## src/design/lpl_pkg.sv

```systemverilog
// ----------------------------------------------------------------------------
// lpl_pkg
// Shared constants and types for the lookahead peak limiter.
// ----------------------------------------------------------------------------
`default_nettype none
package lpl_pkg;
	localparam int CHANNELS      = 8;
	localparam int MAX_LOOKAHEAD = 64;
	localparam int SAMPLE_BITS   = 24;
	localparam int CH_BITS       = $clog2(CHANNELS);
	localparam int RP_BITS       = $clog2(MAX_LOOKAHEAD);
	localparam int RING_DEPTH    = CHANNELS * MAX_LOOKAHEAD;
	localparam int RING_ABITS    = $clog2(RING_DEPTH);
	localparam int CHAN_W        = 3;
	localparam int COEF_W        = 17;
	localparam int THR_W         = 23;
	localparam int DEC_W         = 5;
	localparam int LA_W          = 7;
	localparam int ENV_W         = 23;
	localparam int PH_W          = 4;
	localparam int STATE_W       = ENV_W + COEF_W + PH_W + RP_BITS;
	localparam logic [COEF_W-1:0] UNITY = 17'd65536;

	localparam logic [2:0] REG_ATTACK    = 3'd0;
	localparam logic [2:0] REG_RELEASE   = 3'd1;
	localparam logic [2:0] REG_THRESHOLD = 3'd2;
	localparam logic [2:0] REG_DECIM     = 3'd3;
	localparam logic [2:0] REG_LOOKAHEAD = 3'd4;

	typedef struct packed {
		logic [ENV_W-1:0]   env;
		logic [COEF_W-1:0]  gain;
		logic [PH_W-1:0]    phase;
		logic [RP_BITS-1:0] rp;
	} chan_state_t;

	// smoothing step: ((65536-c)*old + c*x + 32768) >> 16
	function automatic logic [23:0] smooth(input logic [16:0] c, input logic [23:0] old,
		input logic [23:0] x);
		logic [41:0] s;
		s = 42'({17'd0, 17'(UNITY - c)} * {18'd0, old}) + 42'({25'd0, c} * {18'd0, x})
			+ 42'd32768;
		return s[39:16];
	endfunction
endpackage
`default_nettype wire

```

## src/design/lpl_div.sv

```systemverilog
// ----------------------------------------------------------------------------
// lpl_div
// Restoring divider, one quotient bit per cycle: (thr << 16) / env, capped.
// ----------------------------------------------------------------------------
`default_nettype none
module lpl_div (
	input  wire logic                       clk,
	input  wire logic                       arst_n,
	input  wire logic                       start,
	input  wire logic [lpl_pkg::THR_W-1:0]  thr,
	input  wire logic [lpl_pkg::ENV_W-1:0]  env,
	output logic                            done,
	output logic [lpl_pkg::COEF_W-1:0]      quot
);
	import lpl_pkg::*;
	localparam int NB = THR_W + 16;
	logic [NB-1:0]     num_q;
	logic [NB-1:0]     q_q;
	logic [ENV_W:0]    rem_q;
	logic [ENV_W-1:0]  den_q;
	logic [5:0]        cnt_q;
	logic              busy_q;
	logic [ENV_W+1:0]  trial;

	assign trial = {rem_q, num_q[NB-1]} - {2'b0, den_q};

	// shift in one numerator bit per cycle
	always_ff @(posedge clk or negedge arst_n) begin
		if (!arst_n) begin
			busy_q <= 1'b0;
			done   <= 1'b0;
			cnt_q  <= '0;
		end else begin
			done <= 1'b0;
			if (start) begin
				busy_q <= 1'b1;
				cnt_q  <= 6'(NB);
			end else if (busy_q) begin
				cnt_q <= cnt_q - 6'd1;
				if (cnt_q == 6'd1) begin
					busy_q <= 1'b0;
					done   <= 1'b1;
				end
			end
		end
	end

	always_ff @(posedge clk) begin
		if (start) begin
			num_q <= {thr, 16'd0};
			den_q <= env;
			rem_q <= '0;
			q_q   <= '0;
		end else if (busy_q) begin
			num_q <= {num_q[NB-2:0], 1'b0};
			if (!trial[ENV_W+1]) begin
				rem_q <= trial[ENV_W:0];
				q_q   <= {q_q[NB-2:0], 1'b1};
			end else begin
				rem_q <= {rem_q[ENV_W-1:0], num_q[NB-1]};
				q_q   <= {q_q[NB-2:0], 1'b0};
			end
		end
	end

	assign quot = (q_q > NB'(UNITY)) ? UNITY : q_q[COEF_W-1:0];
endmodule
`default_nettype wire

```

## config.mk

```make
export PLATFORM = sky130hd
export DESIGN_NAME = lpl_div
export DESIGN_NICKNAME = d
export VERILOG_FILES = /design/src/design/lpl_pkg.sv /design/src/design/lpl_div.sv
export SDC_FILE = /design/constraint.sdc
export NUM_CORES = 1
export LEC_CHECK = 0
export ABC_CLOCK_PERIOD_IN_PS = 8490
export BUFFER_PORTS_ARGS = -buffer_cell sky130_fd_sc_hd__buf_2
export CAP_MARGIN = 10
export CELL_PAD_IN_SITES_DETAIL_PLACEMENT = 0
export CELL_PAD_IN_SITES_GLOBAL_PLACEMENT = 2
export CORE_MARGIN = 10
export CORE_UTILIZATION = 41
export CTS_CLUSTER_SIZE = 24
export DETAILED_ROUTE_END_ITERATION = 6
export PLACE_DENSITY = 0.84
export SYNTH_ARGS = -nofsm -noshare
export SYNTH_HDL_FRONTEND = slang
export SYNTH_SLANG_ARGS = --single-unit
```

## constraint.sdc

```tcl
create_clock -name clk -period 8.49 [get_ports clk]
set_input_delay 2.1225 -clock clk [delete_from_list [all_inputs] [get_ports clk]]
set_output_delay 2.1225 -clock clk [all_outputs]
set_load 0.01 [all_outputs]
```

==> metrics.txt <==
# TYPE chip_impl_metric gauge
chip_impl_info{name="run_status",value="finished clean"} 1
chip_impl_metric{name="global_route.overflow_total",unit=""} 0
chip_impl_metric{name="synth_cell_type_count",unit=""} 62
chip_impl_metric{name="drt.antenna.violating_nets",unit=""} 0
chip_impl_info{name="r2r_start",value="num_q[38]"} 1
chip_impl_metric{name="area_growth_syn_to_layout",unit="%"} 17.2
chip_impl_metric{name="cts_resized",unit=""} 0
chip_impl_metric{name="placement.cell_area",unit="mm2"} 0.00652
chip_impl_metric{name="drt_iter0_markers",unit=""} 225
chip_impl_metric{name="wl",unit="um"} 13300
chip_impl_metric{name="grt_first_pass_wirelength",unit="um"} 22700
chip_impl_metric{name="placementRows",unit=""} 44
chip_impl_metric{name="max_cap_violations",unit=""} 0
chip_impl_metric{name="initial_core_util",unit="%"} 41.8
chip_impl_info{name="cts.root.buffer_cell",value="clkbuf_16"} 1
chip_impl_metric{name="total_leakage_power",unit="nW"} 3.26
chip_impl_metric{name="numCtsBuffers",unit=""} 17
chip_impl_metric{name="vdd_drop_max",unit="mV"} 0.157
chip_impl_metric{name="yosysSeqAreaShare",unit="%"} 46.8
chip_impl_metric{name="place_congestion",unit=""} 0.807
chip_impl_metric{name="holdPathStages",unit=""} 2
chip_impl_metric{name="synth_seq_cells",unit=""} 117
chip_impl_metric{name="postSynth.asyncResetShare",unit="%"} 6.84
chip_impl_info{name="layout_common_cells",value="nor2_1 (76), buf_2 (65), dfxtp_1 (63)"} 1
chip_impl_metric{name="antenna_found_initial",unit=""} 0
chip_impl_metric{name="port-buffer-count",unit=""} 66
chip_impl_metric{name="drc",unit=""} 0
chip_impl_metric{name="detailedPlacementHpwl",unit="um"} 9080
chip_impl_info{name="yosys_most_used_dff",value="dfxtp_1"} 1
chip_impl_metric{name="finalHoldViolations",unit=""} 0
chip_impl_metric{name="first_pass_iters",unit=""} 4
chip_impl_info{name="nature_of_the_critical_path_startpoint",value="flop"} 1
chip_impl_metric{name="post-route-min-period",unit="ps"} 4690
chip_impl_metric{name="count_of_hold_buffers_inserted_by_post_cts_repair",unit=""} 0
chip_impl_metric{name="number_of_global_route_vias_before_repair",unit=""} 4747
chip_impl_metric{name="netlist_area",unit="mm2"} 0.00608
chip_impl_metric{name="cts.path.max_buffers",unit=""} 2
chip_impl_metric{name="drive_gt1_share",unit="%"} 20.4
chip_impl_metric{name="critical_path_peak_fanout",unit=""} 16
chip_impl_metric{name="worstMarginPinSlew",unit="ps"} 1160
chip_impl_metric{name="dr_total_vias",unit=""} 4548
chip_impl_info{name="worstHoldStart",value="rem_q[7]"} 1
chip_impl_metric{name="totalPowerFinal",unit="mW"} 2.12
chip_impl_info{name="worst_hold_path_type",value="reg -> reg"} 1
chip_impl_info{name="critical_path_end_type",value="output port"} 1
chip_impl_metric{name="slew_violations",unit=""} 0
chip_impl_metric{name="gr-usage-all-layers",unit="%"} 13.7
chip_impl_metric{name="worstRegToRegCells",unit=""} 12
chip_impl_metric{name="cts_htree_levels",unit=""} 4
chip_impl_metric{name="worst_setup_hold_path_clk_slew",unit="ps"} 50
chip_impl_metric{name="yosys_warnings",unit=""} 0
chip_impl_metric{name="routed_wire_length_per_instance",unit="um"} 15.6
chip_impl_metric{name="grt_max_degree",unit=""} 93
chip_impl_metric{name="required_time_of_the_critical_path",unit="ps"} 6370
chip_impl_metric{name="multiInputGateArea",unit="mm2"} 0.00298
chip_impl_metric{name="synth_cells",unit=""} 602
chip_impl_metric{name="final.fill_count",unit=""} 1388
chip_impl_metric{name="timing.critical_path.arrival",unit="ps"} 2570
chip_impl_info{name="mostFrequentLayoutCell",value="nor2_1"} 1
chip_impl_metric{name="antennaDiodeCount",unit=""} 0
chip_impl_metric{name="die_width",unit="um"} 142
chip_impl_metric{name="tns",unit="ps"} 0
chip_impl_metric{name="floorplan_die_area",unit="mm2"} 0.0201
chip_impl_metric{name="layout.area.seq",unit="mm2"} 0.00285
chip_impl_metric{name="cellPowerDensity",unit="mW/mm2"} 298
chip_impl_metric{name="pin_count",unit=""} 67
chip_impl_metric{name="max-slew-margin-rel",unit="%"} 22.7
chip_impl_metric{name="clock_sink_count",unit=""} 117
chip_impl_metric{name="viasPerCell",unit=""} 5.31
chip_impl_info{name="cts_tree",value="yes"} 1
chip_impl_metric{name="fmaxAchievable",unit="MHz"} 213
chip_impl_metric{name="finalCoreUtilization",unit="%"} 49.0
chip_impl_metric{name="nets_in_the_synthesized_netlist",unit=""} 677
chip_impl_metric{name="clock_skew",unit="ps"} 13.2
chip_impl_metric{name="synthesis.area_per_instance",unit="um2"} 10.1
chip_impl_metric{name="synth-edff-count",unit=""} 46
chip_impl_metric{name="timing.final.crit_share",unit="%"} 55.2
chip_impl_metric{name="setup-violations-final",unit=""} 0
chip_impl_info{name="critical_path.startpoint",value="q_q[20]"} 1
chip_impl_info{name="rsz0062_at_grt",value="false"} 1
chip_impl_info{name="critical_path_class",value="reg -> out"} 1
chip_impl_metric{name="die_height",unit="um"} 142
chip_impl_metric{name="core_area",unit="mm2"} 0.0145
chip_impl_metric{name="design.final.nets",unit=""} 734
chip_impl_metric{name="worstSkewPairLatency",unit="ps"} 420
chip_impl_metric{name="post_cts_buffers",unit=""} 0
chip_impl_metric{name="final_area",unit="mm2"} 0.00712
power by group:
part | internal [mW] | switching [mW] | leakage (nW)
registers | 0.660 | 0.0514 | 1.07
logic | 0.287 | 0.392 | 1.90
clock network | 0.462 | 0.268 | 0.289
cell usage after synthesis, drive strengths merged (4+ instances only):
| master | n | share of area, % |
|---|---|---|
| a21o | 10 | 1.3 |
| mux2i | 38 | 6.3 |
| a211oi | 5 | 0.62 |
| dfrtp | 8 | 3.3 |
| dfxtp | 63 | 21 |
| and2 | 20 | 2.1 |
| a21oi | 30 | 3.1 |
| xnor2 | 11 | 1.6 |
| nand3 | 23 | 1.9 |
| mux2 | 22 | 4.1 |
| buf | 13 | 1.3 |
| nor3 | 4 | 0.33 |
| xor2 | 10 | 1.4 |
| a311oi | 16 | 2.4 |
| and3 | 5 | 0.60 |
| clkbuf | 18 | 1.1 |
| o21ai | 34 | 2.8 |
| nor2b | 4 | 0.41 |
| o21a | 5 | 0.62 |
| nand2b | 4 | 0.41 |
| o31ai | 4 | 0.49 |
| nor2 | 76 | 4.7 |
| nand4 | 7 | 0.72 |
| nor4 | 10 | 1.0 |
| o2111ai | 5 | 1.0 |
| inv | 29 | 1.8 |
| edfxtp | 46 | 23 |
| ha | 25 | 5.1 |
| nand2 | 31 | 1.9 |
cell type report:
cell class / instances / area share [%]
multi-input combinational: 425 / 41.8
sequential: 117 / 40.0
clock buffer: 17 / 5.97
timing repair buffer: 69 / 4.99
tap: 184 / 3.23
clock inverter: 15 / 2.51
inverter: 29 / 1.53
critical path, cell delays in order, from the launching register on:
cell,delay [ps]
dfxtp_1,320
or4_1,520
nor4_1,310
a21boi_1,640
and2_1,220
buf_2,140
kinds of logic after synthesis:
| kind of cell | after synthesis | share of synthesized area, % |
|---|---|---|
| and+or+nand+nor | 193 | 15.2 |
| AOI/OAI and AO/OA | 125 | 15.0 |
| DFF | 117 | 46.8 |
| buffers and inverters | 60 | 4.24 |
| muxes | 60 | 10.3 |
| adders and majority gates | 26 | 5.48 |
| xor gates and xnor gates | 21 | 3.03 |
routing by layer:
metal,vias up,global-route usage (%),wire (um)
li1,2301,-,-
met1,2187,16.4,6270
met2,51,22.9,6530
met3,9,4.44,429
met4,0,4.30,123
met5,-,0,0
worst paths after layout:
kind | to | slack [ps]
min in group asynchronous | cnt_q[5] | 1550
max | quot[1] | 3800
max in group asynchronous | busy_q | 6740
min reg2reg | rem_q[7] | 500
min | rem_q[7] | 500
max reg2reg | q_q[0] | 4910
flip-flops by register name, indices dropped and copies added, names as in the netlist:
signal and cells:
cnt_q 6, busy_q 1, den_q 23, rem_q 24, q_q 39, done 1
num_q 23
per-stage QoR:
stage	setup WS, ps	cells	hold WS (ps)
2_1_floorplan	4570	602	451
3_3_place_gp	4230	824	481
3_5_place_dp	4170	824	496
4_1_cts	3710	856	503
5_1_grt	3420	856	519
6_report	3800	856	503
Power figures use the tool's default switching activity.
